**src/hw/rtl/csem_pkg.sv**
```systemverilog
`default_nettype none
// -----------------------------------------------------------------------------
// csem_pkg: shared types and constants of the counting semaphore
// Sizes of the wait queue and the count, operation and status codes, state
// machine types and the command and result structs of the wait queue engine.
// -----------------------------------------------------------------------------
package csem_pkg;

   // Queue geometry and stored thread number width.
   localparam int QUEUE_DEPTH = 16;
   localparam int THREAD_BITS = 8;
   localparam int ENTRY_BITS  = (THREAD_BITS < 8) ? THREAD_BITS : 8;
   localparam int IDX_BITS    = (QUEUE_DEPTH > 2) ? $clog2(QUEUE_DEPTH) : 1;
   localparam int CNT_BITS    = $clog2(QUEUE_DEPTH + 1);

   // Semaphore count, two's complement.
   localparam int COUNT_BITS = 18;
   localparam logic [COUNT_BITS-1:0] COUNT_MAX = {1'b0, {(COUNT_BITS-1){1'b1}}};

   // Operation codes carried in the request selector.
   typedef enum logic [2:0] {
      OP_OPEN     = 3'd0,
      OP_WAIT     = 3'd1,
      OP_SIGNAL   = 3'd2,
      OP_PRIO_SIG = 3'd3,
      OP_TRYWAIT  = 3'd4,
      OP_CLOSE    = 3'd5
   } csem_op_type;

   // Result status codes.
   typedef enum logic [2:0] {
      ST_PROCEED     = 3'd0,
      ST_BLOCKED     = 3'd1,
      ST_RELEASED    = 3'd2,
      ST_AVAILABLE   = 3'd3,
      ST_UNAVAILABLE = 3'd4,
      ST_FULL        = 3'd5
   } csem_status_type;

   // Top level sequencer states.
   typedef enum logic [1:0] {
      T_IDLE,
      T_REPLY,
      T_QUEUE
   } csem_tstate_type;

   // Wait queue engine states.
   typedef enum logic [2:0] {
      Q_IDLE,
      Q_SCAN,
      Q_SHIFT,
      Q_REPORT,
      Q_DRAIN
   } csem_qstate_type;

   // Wait queue engine commands.
   typedef enum logic [2:0] {
      Q_PUSH,
      Q_CLEAR,
      Q_TAKE_OLDEST,
      Q_TAKE_LOWEST,
      Q_DRAIN_ALL
   } csem_qop_type;

   typedef struct packed {
      logic                  valid;
      csem_qop_type          op;
      logic [ENTRY_BITS-1:0] data;
   } csem_qcmd_type;

   typedef struct packed {
      logic                  valid;
      logic                  last;
      logic [ENTRY_BITS-1:0] thread;
   } csem_qres_type;

endpackage
`default_nettype wire

```
**src/hw/rtl/csem_waitq.sv**
```systemverilog
`default_nettype none
// -----------------------------------------------------------------------------
// csem_waitq: wait queue engine of the counting semaphore
// Holds the blocked thread numbers in a small memory, oldest first. It pushes,
// clears, takes the oldest or the lowest entry (scan, then shift the rest
// down one slot a cycle) and drains the whole queue as a run of results.
// -----------------------------------------------------------------------------
module csem_waitq import csem_pkg::*; (
   input  wire logic                clock,
   input  wire logic                reset,
   input  wire csem_qcmd_type       cmd,
   input  wire logic                out_free,
   output csem_qres_type            res,
   output logic [CNT_BITS-1:0]      total
);

   csem_qstate_type       state_ff, state_in;
   logic [CNT_BITS-1:0]   total_ff, total_in;
   logic [IDX_BITS-1:0]   pend_ff;
   logic [IDX_BITS-1:0]   scan_ptr_ff, scan_ptr_in;
   logic [IDX_BITS-1:0]   best_idx_ff, best_idx_in;
   logic [ENTRY_BITS-1:0] best_val_ff, best_val_in;
   logic                  first_ff, first_in;
   logic                  lowest_ff, lowest_in;
   logic [ENTRY_BITS-1:0] rdata_ff;
   logic [ENTRY_BITS-1:0] mem [QUEUE_DEPTH];

   logic [IDX_BITS-1:0]   raddr;
   logic [IDX_BITS-1:0]   waddr;
   logic [ENTRY_BITS-1:0] wdata;
   logic                  we;
   logic [IDX_BITS-1:0]   last_idx;
   logic                  better;

   assign total    = total_ff;
   assign last_idx = IDX_BITS'(total_ff - 1'b1);

   // The one compare of the scan: first entry, or, when taking the lowest, a strictly lower number.
   assign better = first_ff || (lowest_ff && (rdata_ff < best_val_ff));

   // Queue memory with a registered read port.
   always_ff @(posedge clock) begin
      if (we) begin
         mem[waddr] <= wdata;
      end
      rdata_ff <= mem[raddr];
      pend_ff  <= raddr;
   end

   // Sequencer registers.
   always_ff @(posedge clock) begin
      if (reset) begin
         state_ff <= Q_IDLE;
         total_ff <= '0;
      end else begin
         state_ff <= state_in;
         total_ff <= total_in;
      end
      scan_ptr_ff <= scan_ptr_in;
      best_idx_ff <= best_idx_in;
      best_val_ff <= best_val_in;
      first_ff    <= first_in;
      lowest_ff   <= lowest_in;
   end

   // Next state, memory port control and results.
   always_comb begin
      state_in    = state_ff;
      total_in    = total_ff;
      scan_ptr_in = scan_ptr_ff;
      best_idx_in = best_idx_ff;
      best_val_in = best_val_ff;
      first_in    = first_ff;
      lowest_in   = lowest_ff;
      raddr       = scan_ptr_ff;
      we          = 1'b0;
      waddr       = IDX_BITS'(total_ff);
      wdata       = cmd.data;
      res         = '0;

      unique case (state_ff)
         Q_IDLE: begin
            if (cmd.valid) begin
               unique case (cmd.op)
                  Q_PUSH: begin
                     we       = 1'b1;
                     total_in = total_ff + 1'b1;
                  end
                  Q_CLEAR: begin
                     total_in = '0;
                  end
                  Q_TAKE_OLDEST, Q_TAKE_LOWEST: begin
                     raddr       = '0;
                     scan_ptr_in = IDX_BITS'(1);
                     first_in    = 1'b1;
                     lowest_in   = (cmd.op == Q_TAKE_LOWEST);
                     state_in    = Q_SCAN;
                  end
                  Q_DRAIN_ALL: begin
                     raddr    = '0;
                     state_in = Q_DRAIN;
                  end
                  default: begin
                  end
               endcase
            end
         end

         Q_SCAN: begin
            // The entry read last cycle is compared against the best so far.
            first_in    = 1'b0;
            scan_ptr_in = scan_ptr_ff + 1'b1;
            if (better) begin
               best_idx_in = pend_ff;
               best_val_in = rdata_ff;
            end
            if (pend_ff == last_idx) begin
               if (best_idx_in == last_idx) begin
                  total_in = total_ff - 1'b1;
                  state_in = Q_REPORT;
               end else begin
                  raddr    = best_idx_in + 1'b1;
                  state_in = Q_SHIFT;
               end
            end
         end

         Q_SHIFT: begin
            // Move the entry just read down one slot and fetch the next.
            we    = 1'b1;
            waddr = pend_ff - 1'b1;
            wdata = rdata_ff;
            raddr = pend_ff + 1'b1;
            if (pend_ff == last_idx) begin
               total_in = total_ff - 1'b1;
               state_in = Q_REPORT;
            end
         end

         Q_REPORT: begin
            res.valid  = 1'b1;
            res.last   = 1'b1;
            res.thread = best_val_ff;
            if (out_free) begin
               state_in = Q_IDLE;
            end
         end

         Q_DRAIN: begin
            // Re-read the same entry while the output is stalled.
            res.valid  = 1'b1;
            res.last   = (pend_ff == last_idx);
            res.thread = rdata_ff;
            raddr      = out_free ? (pend_ff + 1'b1) : pend_ff;
            if (out_free && res.last) begin
               total_in = '0;
               state_in = Q_IDLE;
            end
         end

         default: begin
            state_in = Q_IDLE;
         end
      endcase
   end

endmodule
`default_nettype wire

```
**src/hw/rtl/counting_semaphore_wait_queue.sv**
```systemverilog
`default_nettype none
// -----------------------------------------------------------------------------
// counting_semaphore_wait_queue: counting semaphore with a thread wait queue
// Open, wait, signal, priority signal, trywait and close operations on one
// semaphore count, with blocked thread numbers kept in a wait queue.
//
//   Channel   Direction  Handshake            Payload
//   req_      in         tvalid/tready        tuser opcode, tdata thread/init
//   rsp_      out        tvalid/tready/tlast  tuser status, tdata thread
//
// One request at a time; req_tready is high only in the idle state.
// A release scans all N queued entries and shifts those above the chosen
// one at position pos down. Close with N waiters gives N results. The queue
// memory has a single read port; output stalls hold the results.
// Synchronous active-high reset empties the queue and zeroes the count.
// -----------------------------------------------------------------------------
module counting_semaphore_wait_queue import csem_pkg::*; (
   input  wire logic        clock,
   input  wire logic        reset,
   input  wire logic        req_tvalid,
   output logic             req_tready,
   input  wire logic [23:0] req_tdata,   // [7:0] thread_id, [23:8] init_value
   input  wire logic [2:0]  req_tuser,   // [2:0] opcode
   output logic             rsp_tvalid,
   input  wire logic        rsp_tready,
   output logic [7:0]       rsp_tdata,   // [7:0] released_thread
   output logic [2:0]       rsp_tuser,   // [2:0] status
   output logic             rsp_tlast
);

   csem_tstate_type       state_ff, state_in;
   logic [COUNT_BITS-1:0] count_ff, count_in;
   csem_status_type       reply_ff, reply_in;

   logic                  rsp_valid_ff;
   csem_status_type       rsp_status_ff;
   logic [7:0]            rsp_thread_ff;
   logic                  rsp_last_ff;

   logic                  load_rsp;
   csem_status_type       load_status;
   logic [7:0]            load_thread;
   logic                  load_last;

   csem_op_type           op;
   logic [ENTRY_BITS-1:0] tid;
   logic [15:0]           init_value;
   logic                  out_free;
   logic [COUNT_BITS-1:0] count_step;
   logic [COUNT_BITS-1:0] count_inc;
   logic                  count_pos;
   logic                  inc_nonpos;
   logic                  queue_full;

   csem_qcmd_type         q_cmd;
   csem_qres_type         q_res;
   logic [CNT_BITS-1:0]   q_total;

   // Request fields.
   assign op         = csem_op_type'(req_tuser);
   assign tid        = ENTRY_BITS'(req_tdata[7:0]);
   assign init_value = req_tdata[23:8];

   assign req_tready = (state_ff == T_IDLE);
   assign out_free   = !rsp_valid_ff || rsp_tready;

   // The shared count unit: one increment or decrement, and its tests.
   assign count_step = count_ff + ((op == OP_WAIT) ? '1 : COUNT_BITS'(1));
   assign count_inc  = (count_ff != COUNT_MAX) ? count_step : count_ff;
   assign count_pos  = !count_ff[COUNT_BITS-1] && (count_ff != '0);
   assign inc_nonpos = count_inc[COUNT_BITS-1] || (count_inc == '0);
   assign queue_full = (q_total == CNT_BITS'(QUEUE_DEPTH));

   // Wait queue engine.
   csem_waitq u_waitq (
      .clock    (clock),
      .reset    (reset),
      .cmd      (q_cmd),
      .out_free (out_free),
      .res      (q_res),
      .total    (q_total)
   );

   // Sequencer state, count and pending reply.
   always_ff @(posedge clock) begin
      if (reset) begin
         state_ff <= T_IDLE;
         count_ff <= '0;
      end else begin
         state_ff <= state_in;
         count_ff <= count_in;
      end
      reply_ff <= reply_in;
   end

   // Operation decode and sequencing.
   always_comb begin
      state_in    = state_ff;
      count_in    = count_ff;
      reply_in    = reply_ff;
      q_cmd       = '0;
      load_rsp    = 1'b0;
      load_status = ST_PROCEED;
      load_thread = '0;
      load_last   = 1'b1;

      unique case (state_ff)
         T_IDLE: begin
            if (req_tvalid) begin
               state_in = T_REPLY;
               reply_in = ST_PROCEED;
               case (op)
                  OP_OPEN: begin
                     count_in    = COUNT_BITS'(init_value);
                     q_cmd.valid = 1'b1;
                     q_cmd.op    = Q_CLEAR;
                  end
                  OP_WAIT: begin
                     if (count_pos) begin
                        count_in = count_step;
                     end else if (queue_full) begin
                        reply_in = ST_FULL;
                     end else begin
                        count_in    = count_step;
                        q_cmd.valid = 1'b1;
                        q_cmd.op    = Q_PUSH;
                        q_cmd.data  = tid;
                        reply_in    = ST_BLOCKED;
                     end
                  end
                  OP_SIGNAL, OP_PRIO_SIG: begin
                     count_in = count_inc;
                     if (inc_nonpos && (q_total != '0)) begin
                        q_cmd.valid = 1'b1;
                        q_cmd.op    = (op == OP_PRIO_SIG) ? Q_TAKE_LOWEST : Q_TAKE_OLDEST;
                        state_in    = T_QUEUE;
                     end
                  end
                  OP_TRYWAIT: begin
                     reply_in = count_pos ? ST_AVAILABLE : ST_UNAVAILABLE;
                  end
                  OP_CLOSE: begin
                     count_in = '0;
                     if (q_total != '0) begin
                        q_cmd.valid = 1'b1;
                        q_cmd.op    = Q_DRAIN_ALL;
                        state_in    = T_QUEUE;
                     end
                  end
                  default: begin
                  end
               endcase
            end
         end

         T_REPLY: begin
            if (out_free) begin
               load_rsp    = 1'b1;
               load_status = reply_ff;
               state_in    = T_IDLE;
            end
         end

         T_QUEUE: begin
            if (q_res.valid && out_free) begin
               load_rsp    = 1'b1;
               load_status = ST_RELEASED;
               load_thread = 8'(q_res.thread);
               load_last   = q_res.last;
               if (q_res.last) begin
                  state_in = T_IDLE;
               end
            end
         end

         default: begin
            state_in = T_IDLE;
         end
      endcase
   end

   // Output register.
   always_ff @(posedge clock) begin
      if (reset) begin
         rsp_valid_ff <= 1'b0;
      end else if (load_rsp) begin
         rsp_valid_ff <= 1'b1;
      end else if (rsp_tready) begin
         rsp_valid_ff <= 1'b0;
      end
      if (load_rsp) begin
         rsp_status_ff <= load_status;
         rsp_thread_ff <= load_thread;
         rsp_last_ff   <= load_last;
      end
   end

   assign rsp_tvalid = rsp_valid_ff;
   assign rsp_tuser  = rsp_status_ff;
   assign rsp_tdata  = rsp_thread_ff;
   assign rsp_tlast  = rsp_last_ff;

   // While idle and the count is negative, the queue holds minus count waiters.
   a_count_matches_queue : assert property (@(posedge clock) disable iff (reset)
      ((state_ff == T_IDLE) && count_ff[COUNT_BITS-1])
         |-> (COUNT_BITS'(q_total) == (~count_ff + 1'b1)))
      else $error("wait queue size does not match negative count");

   // The queue engine only offers results while the sequencer waits for them.
   a_no_stray_queue_result : assert property (@(posedge clock) disable iff (reset)
      (state_ff != T_QUEUE) |-> !q_res.valid)
      else $error("queue result offered outside a release or close");

   // Only a close gives results that are not the last of their request.
   a_multi_only_release : assert property (@(posedge clock) disable iff (reset)
      (rsp_valid_ff && !rsp_last_ff) |-> (rsp_status_ff == ST_RELEASED))
      else $error("non-final result that is not a release");

endmodule
`default_nettype wire
```
**config.mk**
```make
export PLATFORM = sky130hd
export DESIGN_NAME = counting_semaphore_wait_queue
export DESIGN_NICKNAME = d
export VERILOG_FILES = /design/src/hw/rtl/csem_pkg.sv /design/src/hw/rtl/csem_waitq.sv /design/src/hw/rtl/counting_semaphore_wait_queue.sv
export SDC_FILE = /design/constraint.sdc
export NUM_CORES = 1
export LEC_CHECK = 0
export ABC_AREA = 1
export BUFFER_PORTS_ARGS = -buffer_cell sky130_fd_sc_hd__buf_2
export CAP_MARGIN = 40
export CORE_MARGIN = 10
export CORE_UTILIZATION = 50
export CTS_BUF_LIST = sky130_fd_sc_hd__clkbuf_16
export CTS_CLUSTER_DIAMETER = 80
export DETAILED_ROUTE_END_ITERATION = 6
export PLACE_DENSITY = 0.76
export SYNTH_ARGS = -nofsm -noshare
export SYNTH_HDL_FRONTEND = slang
export SYNTH_SLANG_ARGS = --single-unit
```
**constraint.sdc**
```tcl
create_clock -name clock -period 4.1 [get_ports clock]
set_input_delay 0.82 -clock clock [delete_from_list [all_inputs] [get_ports clock]]
set_output_delay 0.82 -clock clock [all_outputs]
set_load 0.005 [all_outputs]
```
==> results.py <==
metrics = {
    "yosys": {
        "yosys_register_bits": 202,
        "asyncSetResetFlopFracSynth": 0,
        "synthesis.yosys.warnings": 0,
        "synth_flop_cell": "sky130_fd_sc_hd__edfxtp_1",
        "syn-num-nets": 1409,
        "post_synth_inst_count": 1359,
        "yosysUniqueCellTypes": 49,
        "synth_area_mm2": 0.0113,
        "synth.yosys.seq_area_share": 0.500,
        "synth-edff-count": 161,
        "synth_area_per_cell_um2": 8.32,
    },
    "critical_path": {
        "worstReg2RegEnd": "u_waitq.rdata_ff[2]$_DFF_P_",
        "crit_path_max_fanout": 8,
        "crit_type": "in2reg",
        "timing.reg2reg.worst_path_depth": 24,
        "timing.critical_path.to_type": "flop",
        "cp_data_arrival_time_ns": 3.95,
        "reg2reg_from": "u_waitq.rdata_ff[1]$_DFF_P_",
        "crit_path_top_delay_cell": "sky130_fd_sc_hd__o31ai_2",
        "timing.critical_path.from": "req_tuser[1]",
        "setup.worst_path.start_class": "input port",
        "ff2ff_setup_slack_ns": 0.46,
        "max_stage_delay_ns": 0.24,
        "worst_path_required_ns": 4.32,
        "timing.critical_path.mode_cell": "sky130_fd_sc_hd__nand2_2",
    },
    "placement": {
        "placedInstanceArea_mm2": 0.0123,
        "port-buffer-count": 44,
        "final_wtd_congestion": 0.914,
        "dp_hpwl_mm": 20.9,
    },
    "die": {
        "ios": 45,
        "dieHeight_um": 170,
        "core_area_mm2": 0.0220,
        "row_count": 54,
        "die_width_um": 170,
        "floorplan.initialDensity": 0.513,
        "overall_die_area_mm2": 0.0290,
    },
    "layout": {
        "layout.nets": 1515,
        "number_of_inserted_filler_cells_in_the_final_layout": 1937,
        "post-route-cell-area_mm2": 0.0130,
        "syn2layout_area_growth_pct": 14.6,
        "layout.cells.most_common_list": "315 x sky130_fd_sc_hd__nand2_1, 210 x sky130_fd_sc_hd__nand3_1, 203 x sky130_fd_sc_hd__inv_1",
        "most_common_library_cell_in_the_layout_ignoring_fill_and_taps": "sky130_fd_sc_hd__nand2_1",
        "drive_gt1_frac": 0.145,
        "antenna-diode-count": 0,
    },
    "detailed_routing": {
        "num_vias": 9781,
        "remaining_drc_errors": 0,
        "drtIter0Drc": 1179,
        "routed_wl_mm": 29.8,
        "post_drt_via_cell_ratio": 5.56,
        "post_drt_wl_per_cell_um": 17.0,
        "detail_route.first_pass.iterations": 6,
        "antenna_left": 0,
    },
    "sta": {
        "fin_skew_ns": 0.0120,
        "grt_setup_unrepaired": "no",
        "timing.final.crit_share": 0.909,
        "slew_headroom": 0.462,
        "fmax_ghz": 0.268,
        "setup-violations-final": 0,
        "final_number_of_hold_violating_endpoints": 0,
        "finalWorstPathRequiredPeriod_ns": 3.73,
        "report.final.slew_viol_count": 0,
        "max_slew.worst_pin.slew_ns": 0.807,
    },
    "power_and_ir_drop": {
        "power.total_mw": 4.32,
        "power.share.clock": 0.401,
        "power.switching_fraction": 0.237,
        "power.internal_mw": 3.30,
        "pwr-share-seq": 0.516,
        "switchingPower_mw": 1.02,
        "leakage_power_nw": 5.70,
        "vdd_ir_drop_max_uv": 309,
        "p_per_area_mw_per_mm2": 334,
        "pwr-share-comb": 0.083,
    },
    "worst_hold_path": {
        "timing.hold.worst_path_depth": 0,
        "min_path_type": "reg2reg",
        "holdPathEnd": "u_waitq.best_val_ff[0]$_DFFE_PP_",
        "worst_hold_path_startpoint": "u_waitq.rdata_ff[0]$_DFF_P_",
    },
    "global_route": {
        "grt_pass1_wl_mm": 47.5,
        "globalRouteTotalUtil": 0.201,
        "globalRouteOverflowTotal": 0,
        "grt_pass1_vias": 9243,
        "initial_antenna_violation_count": 0,
        "pin_count_of_the_biggest_net_entering_global_routing": 66,
    },
    "clock_tree": {
        "root_buffer": "sky130_fd_sc_hd__clkbuf_16",
        "clk-insertion-delay-late_ns": 0.51,
        "cts_max_level": 1,
        "clockBufferDepth": 3,
        "numCtsBuffers": 20,
        "clkSinkCount": 202,
        "clk_transition_reported_paths_ns": 0.06,
        "cts_tree": "built",
    },
    "job": {
        "drv_cap": 0,
    },
    "outcome": {
        "status": "completed",
    },
}
==> Yosys cell counts, types with 6 or more instances <==
master / instances / area share
sky130_fd_sc_hd__a21oi_1: 52 / 0.023
sky130_fd_sc_hd__a221oi_1: 6 / 0.0046
sky130_fd_sc_hd__buf_2: 10 / 0.0044
sky130_fd_sc_hd__buf_6: 17 / 0.017
sky130_fd_sc_hd__clkbuf_1: 18 / 0.0060
sky130_fd_sc_hd__dfxtp_1: 41 / 0.073
sky130_fd_sc_hd__edfxtp_1: 161 / 0.43
sky130_fd_sc_hd__ha_1: 19 / 0.021
sky130_fd_sc_hd__inv_1: 201 / 0.067
sky130_fd_sc_hd__nand2_1: 317 / 0.11
sky130_fd_sc_hd__nand2_2: 14 / 0.0077
sky130_fd_sc_hd__nand3_1: 211 / 0.093
sky130_fd_sc_hd__nand3_2: 7 / 0.0062
sky130_fd_sc_hd__nand3b_1: 39 / 0.026
sky130_fd_sc_hd__nand4_1: 7 / 0.0039
sky130_fd_sc_hd__nor2_1: 101 / 0.034
sky130_fd_sc_hd__nor3_1: 11 / 0.0049
sky130_fd_sc_hd__o21ai_0: 46 / 0.020
sky130_fd_sc_hd__xnor2_1: 6 / 0.0046
sky130_fd_sc_hd__xor2_1: 12 / 0.0093
==> critical path: cells and delay by family <==
family,cells,cell delay (ns)
buffers and inverters,4,0.59
AND/OR/NAND/NOR,19,2.22
AO/OA/AOI/OAI,2,0.32
==> through the flow <==
step | setup WS (ns) | utilization | std cells | hold WS [ns] | setup TNS (ns)
finish | 0.373 | 0.588 | 1758 | 0.481 | 0
detailed placement | -0.179 | 0.558 | 1719 | 0.469 | -12.42
CTS | 0.316 | 0.586 | 1754 | 0.484 | 0
global route | 0.0473 | 0.588 | 1758 | 0.505 | 0
floorplan | -0.0559 | - | 1359 | 0.430 | -7.15
global placement | -0.0777 | 0.558 | 1719 | 0.469 | -2.50
==> final cells by class <==
cell class              instances  area (µm²)  area share
clock buffers                  20         500      0.0386
inverters                     210         791      0.0610
repair buffers                131         961      0.0742
multi-input cells             900        4580       0.353
flip-flops and latches        202        5660       0.437
clock inverters                15         119     0.00918
well taps                     280         350      0.0270
==> registers in the layout, summed over array words and instances, names as in the netlist <==
signal               count
u_waitq.total            5
reply_ff                 3
u_waitq.state_ff         3
u_waitq.lowest_ff        1
count_ff                18
u_waitq.pend_ff          4
rsp_tlast                1
u_waitq.best_val_ff      8
u_waitq.rdata_ff         8
u_waitq.mem            128
u_waitq.scan_ptr_ff      4
u_waitq.first_ff         1
rsp_tvalid               1
rsp_tdata                8
state_ff                 2
rsp_tuser                3
u_waitq.best_idx_ff      4
==> timing repair <==
item                       4_1_cts  5_1_grt
buffers inserted                 0        3
hold buffers                     0        0
setup endpoints to repair        0       32
gates resized for setup          0        1
==> kinds of logic after synthesis <==
kind of cell    count (synthesis)  synth area share
flops                         202             0.500
fa+ha+maj                      19            0.0210
buf+inv                       258            0.0986
compound gates                142            0.0749
xor+xnor                       18            0.0139
simple gates                  720             0.291
==> metal layers <==
layer | share of wire | global-route usage | vias up
met4 | 0.029 | 0.0629 | 0
met5 | 0 | 0 | -
met2 | 0.47 | 0.339 | 466
met3 | 0.085 | 0.0287 | 73
li1 | - | - | 4729
met1 | 0.41 | 0.260 | 4513
==> power groups by stage <==
stage	sequential, mW	clock, mW	combinational, mW
final	2.23	1.73	0.359
after global routing	2.23	1.84	0.394
after CTS	2.23	1.76	0.348
after detailed placement	2.28	0	0.346
after global placement	2.28	0	0.341
after floorplan	2.27	0	0.213
==> worst max path at each step <==
| stage | endpoint | slack (ns) |
|---|---|---|
| 5_1_grt | u_waitq.mem[11][4]$_DFFE_PP_ | 0.05 |
| 2_1_floorplan | u_waitq.mem[11][0]$_DFFE_PP_ | -0.06 |
| 3_5_place_dp | u_waitq.mem[0][2]$_DFFE_PP_ | -0.18 |
| 4_1_cts | u_waitq.mem[0][3]$_DFFE_PP_ | 0.32 |
| 6_report | u_waitq.mem[10][0]$_DFFE_PP_ | 0.37 |
| 3_3_place_gp | u_waitq.mem[3][2]$_DFFE_PP_ | -0.08 |
No activity file was read; power rests on OpenSTA's default activity.
